File: src/design/sha256c_pkg.sv
// Package for the SHA-256 compression block: widths, item types and round constants.
// Depends on nothing; every design file imports it.
package sha256c_pkg;

    localparam int WORD_W = 32;
    localparam int ROUNDS = 64;
    localparam int ROUND_W = 6;
    localparam int FIFO_DEPTH_DEF = 2;

    typedef logic [WORD_W-1:0] t_word;

    // One input item as it travels from the front part to the round engine.
    typedef struct packed {
        t_word [7:0]  chain;
        t_word [15:0] msg;
    } t_job;

    // Round constants, one per round.
    function automatic t_word round_const(input logic [ROUND_W-1:0] idx);
        t_word k;
        begin
            unique case (idx)
                6'd0: k = 32'h428a2f98;  6'd1: k = 32'h71374491;
                6'd2: k = 32'hb5c0fbcf;  6'd3: k = 32'he9b5dba5;
                6'd4: k = 32'h3956c25b;  6'd5: k = 32'h59f111f1;
                6'd6: k = 32'h923f82a4;  6'd7: k = 32'hab1c5ed5;
                6'd8: k = 32'hd807aa98;  6'd9: k = 32'h12835b01;
                6'd10: k = 32'h243185be; 6'd11: k = 32'h550c7dc3;
                6'd12: k = 32'h72be5d74; 6'd13: k = 32'h80deb1fe;
                6'd14: k = 32'h9bdc06a7; 6'd15: k = 32'hc19bf174;
                6'd16: k = 32'he49b69c1; 6'd17: k = 32'hefbe4786;
                6'd18: k = 32'h0fc19dc6; 6'd19: k = 32'h240ca1cc;
                6'd20: k = 32'h2de92c6f; 6'd21: k = 32'h4a7484aa;
                6'd22: k = 32'h5cb0a9dc; 6'd23: k = 32'h76f988da;
                6'd24: k = 32'h983e5152; 6'd25: k = 32'ha831c66d;
                6'd26: k = 32'hb00327c8; 6'd27: k = 32'hbf597fc7;
                6'd28: k = 32'hc6e00bf3; 6'd29: k = 32'hd5a79147;
                6'd30: k = 32'h06ca6351; 6'd31: k = 32'h14292967;
                6'd32: k = 32'h27b70a85; 6'd33: k = 32'h2e1b2138;
                6'd34: k = 32'h4d2c6dfc; 6'd35: k = 32'h53380d13;
                6'd36: k = 32'h650a7354; 6'd37: k = 32'h766a0abb;
                6'd38: k = 32'h81c2c92e; 6'd39: k = 32'h92722c85;
                6'd40: k = 32'ha2bfe8a1; 6'd41: k = 32'ha81a664b;
                6'd42: k = 32'hc24b8b70; 6'd43: k = 32'hc76c51a3;
                6'd44: k = 32'hd192e819; 6'd45: k = 32'hd6990624;
                6'd46: k = 32'hf40e3585; 6'd47: k = 32'h106aa070;
                6'd48: k = 32'h19a4c116; 6'd49: k = 32'h1e376c08;
                6'd50: k = 32'h2748774c; 6'd51: k = 32'h34b0bcb5;
                6'd52: k = 32'h391c0cb3; 6'd53: k = 32'h4ed8aa4a;
                6'd54: k = 32'h5b9cca4f; 6'd55: k = 32'h682e6ff3;
                6'd56: k = 32'h748f82ee; 6'd57: k = 32'h78a5636f;
                6'd58: k = 32'h84c87814; 6'd59: k = 32'h8cc70208;
                6'd60: k = 32'h90befffa; 6'd61: k = 32'ha4506ceb;
                6'd62: k = 32'hbef9a3f7; 6'd63: k = 32'hc67178f2;
                default: k = '0;
            endcase
            return k;
        end
    endfunction

    function automatic t_word rotr(input t_word x, input int n);
        return (x >> n) | (x << (WORD_W - n));
    endfunction

endpackage

File: src/design/sha256c_front.sv
// Front part: accepts input items and holds them in a short queue for the round engine.
// Depends on sha256c_pkg.
module sha256c_front import sha256c_pkg::*; #(
    parameter int DEPTH = FIFO_DEPTH_DEF
) (
    input  logic i_clk,
    input  logic i_rst_n,
    input  logic i_push,
    output logic o_full,
    input  t_job i_job,
    output logic o_valid,
    input  logic i_take,
    output t_job o_job
);
    localparam int PTR_W = (DEPTH > 1) ? $clog2(DEPTH) : 1;

    t_job               r_mem [DEPTH];
    logic [PTR_W-1:0]   r_wr, r_rd;
    logic [PTR_W:0]     r_cnt;
    logic               w_wr_en, w_rd_en;

    assign o_full  = (r_cnt == (PTR_W+1)'(DEPTH));
    assign o_valid = (r_cnt != '0);
    assign o_job   = r_mem[r_rd];
    assign w_wr_en = i_push && !o_full;
    assign w_rd_en = i_take && o_valid;

    // Queue storage; entries need no reset.
    always_ff @(posedge i_clk) begin
        if (w_wr_en) begin
            r_mem[r_wr] <= i_job;
        end
    end

    // Pointers and fill count.
    always_ff @(posedge i_clk) begin
        if (!i_rst_n) begin
            r_wr  <= '0;
            r_rd  <= '0;
            r_cnt <= '0;
        end else begin
            if (w_wr_en) begin
                r_wr <= (r_wr == PTR_W'(DEPTH - 1)) ? '0 : r_wr + 1'b1;
            end
            if (w_rd_en) begin
                r_rd <= (r_rd == PTR_W'(DEPTH - 1)) ? '0 : r_rd + 1'b1;
            end
            r_cnt <= r_cnt + (PTR_W+1)'(w_wr_en) - (PTR_W+1)'(w_rd_en);
        end
    end

    a_cnt_bound: assert property (@(posedge i_clk) disable iff (!i_rst_n)
        r_cnt <= (PTR_W+1)'(DEPTH)) else $error("queue count overflow");
    a_no_over: assert property (@(posedge i_clk) disable iff (!i_rst_n)
        o_full && !w_rd_en |=> o_full) else $error("full dropped without a read");
    a_stay_empty: assert property (@(posedge i_clk) disable iff (!i_rst_n)
        !o_valid && !w_wr_en |=> !o_valid) else $error("request appeared without a write");
endmodule

File: src/design/sha256c_engine.sv
// Back part: runs 64 SHA-256 rounds, one a cycle, with a rolling 16-word schedule.
// Depends on sha256c_pkg.
module sha256c_engine import sha256c_pkg::*; (
    input  logic      i_clk,
    input  logic      i_rst_n,
    input  logic      i_valid,
    output logic      o_take,
    input  t_job      i_job,
    output logic      o_empty,
    input  logic      i_pop,
    output t_word [7:0] o_chain
);
    typedef enum logic [1:0] {S_IDLE, S_RUN, S_DONE} t_state;

    t_state             r_state;
    logic [ROUND_W-1:0] r_round;
    t_word [7:0]        r_chain, r_v;
    t_word [15:0]       r_w;
    t_word [7:0]        r_res;
    logic               r_res_valid;

    t_word w_big1, w_big0, w_ch, w_maj, w_t1, w_t2, w_s0, w_s1, w_wnew;
    t_word [7:0] w_sum;
    logic w_out_free;

    // Round datapath: state word 0 is a, state word 7 is h.
    always_comb begin
        w_big1 = rotr(r_v[4], 6) ^ rotr(r_v[4], 11) ^ rotr(r_v[4], 25);
        w_ch   = (r_v[4] & r_v[5]) ^ (~r_v[4] & r_v[6]);
        w_t1   = r_v[7] + w_big1 + w_ch + round_const(r_round) + r_w[0];
        w_big0 = rotr(r_v[0], 2) ^ rotr(r_v[0], 13) ^ rotr(r_v[0], 22);
        w_maj  = (r_v[0] & r_v[1]) ^ (r_v[0] & r_v[2]) ^ (r_v[1] & r_v[2]);
        w_t2   = w_big0 + w_maj;
        w_s0   = rotr(r_w[1], 7) ^ rotr(r_w[1], 18) ^ (r_w[1] >> 3);
        w_s1   = rotr(r_w[14], 17) ^ rotr(r_w[14], 19) ^ (r_w[14] >> 10);
        w_wnew = r_w[0] + r_w[9] + w_s0 + w_s1;
        for (int i = 0; i < 8; i++) begin
            w_sum[i] = r_v[i] + r_chain[i];
        end
    end

    assign w_out_free = !r_res_valid || i_pop;
    assign o_take     = (r_state == S_IDLE) && i_valid;
    assign o_empty    = !r_res_valid;
    assign o_chain    = r_res;

    // Sequencer, working registers and result register.
    // The incoming item and the result keep word 0 at index 7; the working
    // state keeps word 0 at index 0.
    always_ff @(posedge i_clk) begin
        if (!i_rst_n) begin
            r_state     <= S_IDLE;
            r_round     <= '0;
            r_res_valid <= 1'b0;
        end else begin
            if (i_pop && r_res_valid && r_state != S_DONE) begin
                r_res_valid <= 1'b0;
            end
            unique case (r_state)
                S_IDLE: begin
                    if (i_valid) begin
                        for (int i = 0; i < 8; i++) begin
                            r_chain[i] <= i_job.chain[7 - i];
                            r_v[i]     <= i_job.chain[7 - i];
                        end
                        for (int i = 0; i < 16; i++) begin
                            r_w[i] <= i_job.msg[15 - i];
                        end
                        r_round <= '0;
                        r_state <= S_RUN;
                    end
                end
                S_RUN: begin
                    r_v[7] <= r_v[6];
                    r_v[6] <= r_v[5];
                    r_v[5] <= r_v[4];
                    r_v[4] <= r_v[3] + w_t1;
                    r_v[3] <= r_v[2];
                    r_v[2] <= r_v[1];
                    r_v[1] <= r_v[0];
                    r_v[0] <= w_t1 + w_t2;
                    for (int i = 0; i < 15; i++) begin
                        r_w[i] <= r_w[i + 1];
                    end
                    r_w[15] <= w_wnew;
                    r_round <= r_round + 1'b1;
                    if (r_round == ROUND_W'(ROUNDS - 1)) begin
                        r_state <= S_DONE;
                    end
                end
                S_DONE: begin
                    if (w_out_free) begin
                        for (int i = 0; i < 8; i++) begin
                            r_res[7 - i] <= w_sum[i];
                        end
                        r_res_valid <= 1'b1;
                        r_state     <= S_IDLE;
                    end
                end
                default: r_state <= S_IDLE;
            endcase
        end
    end

    a_take_idle: assert property (@(posedge i_clk) disable iff (!i_rst_n)
        o_take |=> r_state == S_RUN && r_round == '0) else $error("bad start");
    a_res_hold: assert property (@(posedge i_clk) disable iff (!i_rst_n)
        r_res_valid && !i_pop |=> r_res_valid && $stable(r_res)) else $error("result lost");
    a_done: assert property (@(posedge i_clk) disable iff (!i_rst_n)
        r_state == S_RUN && r_round == ROUND_W'(ROUNDS - 1) |=> r_state == S_DONE)
        else $error("round count slip");
endmodule

File: src/design/sha256_compression_block.sv
// SHA-256 compression block: one compression of a chaining value and a message block.
// From accept, the engine loads the item, runs the 64 rounds and, once the result register is free, writes the result.
// The engine takes a new item only after it has written the last result; the queue holds further items meanwhile.
// An input queue (two entries by default) and an output register let both sides stall independently.
// Reset is synchronous and active low; it empties the queue and the result register.
module sha256_compression_block import sha256c_pkg::*; #(
    parameter int FIFO_DEPTH = FIFO_DEPTH_DEF
) (
    input  logic        i_clk,
    input  logic        i_rst_n,
    input  logic        push,
    output logic        full,
    input  logic [63:0] i_chain_words_01,
    input  logic [63:0] i_chain_words_23,
    input  logic [63:0] i_chain_words_45,
    input  logic [63:0] i_chain_words_67,
    input  logic [63:0] i_msg_words_01,
    input  logic [63:0] i_msg_words_23,
    input  logic [63:0] i_msg_words_45,
    input  logic [63:0] i_msg_words_67,
    input  logic [63:0] i_msg_words_89,
    input  logic [63:0] i_msg_words_1011,
    input  logic [63:0] i_msg_words_1213,
    input  logic [63:0] i_msg_words_1415,
    output logic        empty,
    input  logic        pop,
    output logic [63:0] o_new_chain_01,
    output logic [63:0] o_new_chain_23,
    output logic [63:0] o_new_chain_45,
    output logic [63:0] o_new_chain_67
);
    t_job        w_in_job, w_q_job;
    logic        w_q_valid, w_take;
    t_word [7:0] w_chain;

    // Unpack words; index 7 of the packed array is word 0.
    assign w_in_job.chain = {i_chain_words_01, i_chain_words_23,
                             i_chain_words_45, i_chain_words_67};
    assign w_in_job.msg   = {i_msg_words_01, i_msg_words_23, i_msg_words_45,
                             i_msg_words_67, i_msg_words_89, i_msg_words_1011,
                             i_msg_words_1213, i_msg_words_1415};

    sha256c_front #(.DEPTH(FIFO_DEPTH)) u_front (
        .i_clk, .i_rst_n, .i_push(push), .o_full(full), .i_job(w_in_job),
        .o_valid(w_q_valid), .i_take(w_take), .o_job(w_q_job)
    );

    sha256c_engine u_engine (
        .i_clk, .i_rst_n, .i_valid(w_q_valid), .o_take(w_take), .i_job(w_q_job),
        .o_empty(empty), .i_pop(pop), .o_chain(w_chain)
    );

    assign {o_new_chain_01, o_new_chain_23, o_new_chain_45, o_new_chain_67} = w_chain;
endmodule
File: config.mk
export PLATFORM = sky130hd
export DESIGN_NAME = sha256_compression_block
export DESIGN_NICKNAME = d
export VERILOG_FILES = /design/src/design/sha256c_pkg.sv /design/src/design/sha256c_front.sv /design/src/design/sha256c_engine.sv /design/src/design/sha256_compression_block.sv
export SDC_FILE = /design/constraint.sdc
export NUM_CORES = 2
export LEC_CHECK = 0
export BUFFER_PORTS_ARGS = -buffer_cell sky130_fd_sc_hd__buf_2
export CORE_MARGIN = 1.5
export CORE_UTILIZATION = 55
export DETAILED_ROUTE_END_ITERATION = 7
export GPL_TIMING_DRIVEN = 1
export PLACE_DENSITY = 0.78
export SLEW_MARGIN = 25
export SYNTH_ARGS = -nofsm -noshare
export SYNTH_HDL_FRONTEND = slang
export SYNTH_HIERARCHICAL = 1
export SYNTH_SLANG_ARGS = --single-unit
File: constraint.sdc
create_clock -name i_clk -period 39.9 [get_ports i_clk]
set_input_delay 5.985 -clock i_clk [delete_from_list [all_inputs] [get_ports i_clk]]
set_output_delay 5.985 -clock i_clk [all_outputs]
set_load 0.005 [all_outputs]
# Word level (Yosys, flattened, before mapping)
# Memory sizes are Yosys's and may differ from the RTL's. A register that Yosys moved wholly into a read port is not among the register bits.
# Cells that the tools add are included.
# totals
n_memories	2
mem_bits_rw	1536
mem_bits_ro	2048
reg_bits	1293
# memory_table
memory	words	width	read_ports	rd_ports_with_merged_regs	write_ports	line_no	source
(no name shown)	64	32	1	1	0	sha256c_pkg.sv:22	unique case (idx)
u_front.r_mem	2	768	1	1	1	sha256c_front.sv:17	t_job r_mem [DEPTH];
# classes
addsub	23
eq_ne	8
n_mux	21
n_reduce_logical	16
n_bitwise	27
# op_table
operator	n
case mux 512 bit (2 select lines)	1
adder 32 bit	18
2-to-1 mux 512 bit	1
case mux 256 bit (2 select lines)	1
bitwise XOR 32 bit	9
2-to-1 mux 256 bit	1
AND 32 bit	5
inverter 32 bit	1
bitwise OR 10 x 32 -> 32 bit	1
bitwise OR 13 x 32 -> 32 bit	1
bitwise OR 14 x 32 -> 32 bit	1
bitwise OR 15 x 32 -> 32 bit	1
bitwise OR 19 x 32 -> 32 bit	1
bitwise OR 21 x 32 -> 32 bit	1
bitwise OR 25 x 32 -> 32 bit	1
bitwise OR 26 x 32 -> 32 bit	1
bitwise OR 30 x 32 -> 32 bit	1
bitwise OR 7 x 32 -> 32 bit	1
bitwise XOR 32 x 22 -> 32 bit	1
bitwise XOR 32 x 29 -> 32 bit	1
2-to-1 mux 6 bit	3
case mux 6 bit (2 select lines)	1
AND reduction 3 bit	4
2-to-1 mux 1 bit	9
other kinds (17)	29

# Depth between registers and ports, before layout
# logic_depth
word_depth	9
depth_mapped	34
depth_no_buf	33

# Cells and area by module
# Netlist, hierarchy kept.
# modules_own_cells
module	seq_area_each_um2	cells_per_inst	area_each_um2	instances
sha256c_engine	39257.7	7484	76477.1	1
sha256c_front	46224.3	2416	55624.6	1

# Least setup slack after synthesis
# No wires, ideal clock.
# synth_path
kind	in2reg
startpoint	input port i_rst_n
endpoint	register u_engine/r_v[0] (netlist name), enable pin
arrival_ps	40261
slack_ps	-2364
t_required_ps	37897
path_buffers	3
stages	4
path_cell_list	clkbuf_1 > clkbuf_1 > clkbuf_1 > nor2b_1
# synth_between
elab_chain_cells	1
# synth_rtl
element	line_no	source
start: declaration	sha256_compression_block.sv:10	input logic i_rst_n,
AND reduction 3 bit (no source line)	--	
end signal: indexed assignment	sha256c_engine.sv:64	r_v[i] <= i_job.chain[7 - i];
end: declaration	sha256c_engine.sv:17	t_word [7:0] r_chain, r_v;
# Every way passes these cells.
# A chain may end at the register's enable or synchronous reset.

# Worst setup path in the final report
# layout_path
startpoint	input port i_rst_n
endpoint	register u_engine/r_w[258] (netlist name), enable pin
# layout_between
elab_chain_cells	1
# layout_rtl
element	line_no	source
AND reduction 3 bit (no source line)	--	
end signal: indexed assignment	sha256c_engine.sv:67	r_w[i] <= i_job.msg[15 - i];
end signal: indexed assignment	sha256c_engine.sv:83	r_w[i] <= r_w[i + 1];
end: declaration	sha256c_engine.sv:18	t_word [15:0] r_w;
# Every way passes these cells.

==> metrics.md <==
| Metric | Value |
|---|---|
| DRT Pass-1 Iters | 8 |
| Syn Area/Cell | about 13 um^2 |
| Largest net degree at the start of global routing | approximately 210 |
| Placed cells | approximately 14000 |
| Post-Syn Nets | roughly 11000 |
| Register area share after synthesis | 64.71% |
| Most frequent cells in the layout | 2816 x edfxtp_1, 2269 x nand2_1, 1029 x buf_2 |
| Leading post-synthesis cells by cell area | edfxtp_1 64%, mux2_2 6.8%, nand2_1 6.4%, ha_1 3.7%, fa_1 3.0% |
| Clk buf depth | 4 |
| Critical Path AT | between 10 and 15 ns |
| DRC errors left | 1 |
| Post-Route WL | 402600 um |
| Share of the synthesized area in the top cell type | 64.01% |
| CTS HTree Levels | 5 |
| Min-Delay Path Depth | 2 |
| Cts hold-fix bufs | 0 |
| Distinct cell type count after synthesis | 88 |
| Crit Path Category | in2reg |
| Initial Util | a little under three fifths |
| Detailed placement HPWL | between 200000 and 300000 um |
| Synth Warn # | 6 |
| Initial antenna violation count | 111 |
| First-pass GRT wire length | 564700 um |
| Reg2reg setup slack | between 30 and 40 ns |
| Clk sinks | between 2000 and 3000 |
| Main synth FF type | edfxtp_1 |
| TritonCTS clock tree | yes |
| Full die area | between 200000 and 250000 um^2 |
| Via density | roughly 6 |
| Final setup TNS | 0 ns |
| Min-delay src | u_engine/r_w[165] |
| R2R cell count | 33 |
| Most common cell after layout, fill and taps aside | edfxtp_1 |
| Starting DRT DRC Count | approximately 11000 |
| Crit path cell chain | buf_2 -> buf_4 -> nor2b_4 -> buf_4 -> buf_4 -> buf_4 -> buf_4 |
| Hold crit path type | reg2reg |
| Reg area | around 85000 um^2 |
| Final Skew | 0.06988 ns |
| Slowest CP cell | buf_4 |
| Final ANT Viol Nets | 0 |
| Vias in the first global route | 82987 |
| Multi-input logic area | around 43000 um^2 |
| Setup Viol. Count Final | 0 |
| Total I/O pin count | ~1000 |
| #FFs+latches synth | 2862 |
| Crit path top cell by count | buf_4 |
| Status | finished with violations |
| Inserted Clock Buffers | 310 |
| Grt ovf | 0 |
| Worst setup SP type | input pin |
| Reg2reg end | u_engine/r_v[28] |
| Port Buffers | 1029 |
| Worst-path fanout max | between 70 and 80 |
| Number of enable flip-flop cells after synthesis | 2816 |
| Post-CTS resize count | 0 |
| DR WL/cell | around 28 um |
| Cells after synthesis | just under 10000 |
| Max-Cap Viols | 0 |
| Fin cells | ~14000 |
| RSZ-0062 raised after global routing | false |
| DIE HEIGHT | approximately 490 um |
| CP endpoint kind | register |
| Via count | 85969 |
| Final Wtd Congestion | roughly 0.99 |
| Die extent in x | ~500 um |
| Core Region | about 240000 um^2 |
| Async set-reset flop share out of synthesis | 0% |
| Fillers | around 17000 |
| Dominant cell type by area after synthesis | edfxtp_1 |
| Minimum clock period | approximately 10 ns |
| Layout cells sized above 1 | 21.43% |
| Slew @ Worst Pin | 1.198 ns |
| Final Hold Fails | 0 |
| Failing checks | design-rule violations |
| Cell Rows | 179 |
| Synth Cell Area | about 130000 um^2 |
| Gr usage total | around a third |
| Post-CTS setup buffers | 0 |
| Clk Latency, worst-skew pair | slightly below 1 ns |
| FMAX | around 0.1 GHz |
| CP required | slightly above 40 ns |
| Crit share post-route | between 20% and 30% |
| Root buffer cell | clkbuf_16 |
| Slowest Stage Delay on Critical Path | slightly below 0.9 ns |
| Final nets | roughly 12000 |
| Startpoint of the worst register-to-register path | u_engine/r_v[141] |
| CTS clk-pin slew, worst paths | approximately 0.060 ns |
| Pins over their slew limit | 0 |
| Syn-to-layout area delta | 13.59% |
| Max-slew headroom | ~20% |
| Hold-critical path endpoint | u_engine/r_w[133] |
-- metrics by stage --
stage	utilization, %	hold slack, ns	setup slack, ns	cell area, um^2
final	62.97	0.4826	30.05	150100
after global routing	62.95	0.5070	29.78	150000
after CTS	62.82	0.4846	29.49	149700
after detailed placement	58.85	0.4903	28.48	140200
after global placement	58.85	0.4892	28.59	140200
after floorplan	-	0.4549	0.1558	132100
-- critical path: cells and delay by family --
kind	cells	cell delay (ns)
buf+inv	6	3.67
simple gates	1	0.45
-- final cells by class --
type                            instances  share of cell area [%]
Clock inverter                        162                  0.9239
Clock buffer                          368                   5.371
Tap cell                             3167                   2.641
Timing Repair Buffer                 1122                   4.066
Inverter                              460                   1.151
Antenna cell                           70                  0.1167
Sequential cell                      2862                   56.97
Multi-Input combinational cell       6182                   28.76
-- cell usage after synthesis, drive strengths merged, types with 11 or more instances --
library cell / number
dfxtp: 46
inv: 458
a31oi: 34
nor3: 66
and3: 31
o21bai: 26
nand4: 20
a311oi: 14
a21o: 161
maj3: 22
o22ai: 16
fa: 195
a22oi: 11
or2: 12
edfxtp: 2816
a2111oi: 14
nor2: 257
nand3: 55
buf: 109
o211ai: 24
clkbuf: 287
o2111ai: 13
mux2: 798
a41oi: 12
nand2b: 55
o21a: 74
o31ai: 25
ha: 391
or3: 17
nand2: 2270
o21ai: 347
xor2: 180
a211oi: 54
a21oi: 350
and2: 19
nor2b: 58
o221ai: 11
xnor2: 413
nor4: 15
nor3b: 12
-- cell families after synthesis --
kind of cell             synth area share, %
AO/OA/AOI/OAI                          6.033
XOR/XNOR                               3.949
adder cells (fa/ha/maj)                6.825
buffers and inverters                  2.672
flip-flops                             64.71
multiplexers                           6.880
AND/OR/NAND/NOR                        8.932
-- registers in the layout (all words and copies together) (netlist names), named ones only --
signal / flops
u_front/r_rd: 1
u_front/r_wr: 1
u_engine/r_round: 6
u_front/r_mem: 1536
u_front/r_cnt: 2
u_engine/r_v: 256
u_engine/r_state: 2
u_engine/r_w: 512
u_engine/r_res_valid: 1
u_engine/r_chain: 256
u_engine/o_chain: 256
-- worst max path at each step --
| stage | startpoint | to | cells past startpoint |
|---|---|---|---|
| 2_1_floorplan | push | u_front/r_mem[0][0] | 2 |
| 3_3_place_gp | i_rst_n | u_engine/r_w[451] | 7 |
| 3_5_place_dp | i_rst_n | u_engine/r_w[451] | 7 |
| 4_1_cts | i_rst_n | u_engine/r_w[451] | 7 |
| 5_1_grt | i_rst_n | u_engine/r_w[451] | 7 |
| 6_report | i_rst_n | u_engine/r_w[258] | 7 |
-- per-layer routing --
metal | share of wire [%] | up-vias | GRT usage [%]
met5 | 0.060 | - | 0
met4 | 5.1 | 40 | 15.03
met3 | 9.9 | 871 | 6.234
met2 | 46 | 4963 | 50.43
met1 | 39 | 42599 | 44.00
li1 | - | 37496 | -
Power is not shown: default switching activity piles up to over one toggle a cycle in this logic, so the estimate is an artifact.
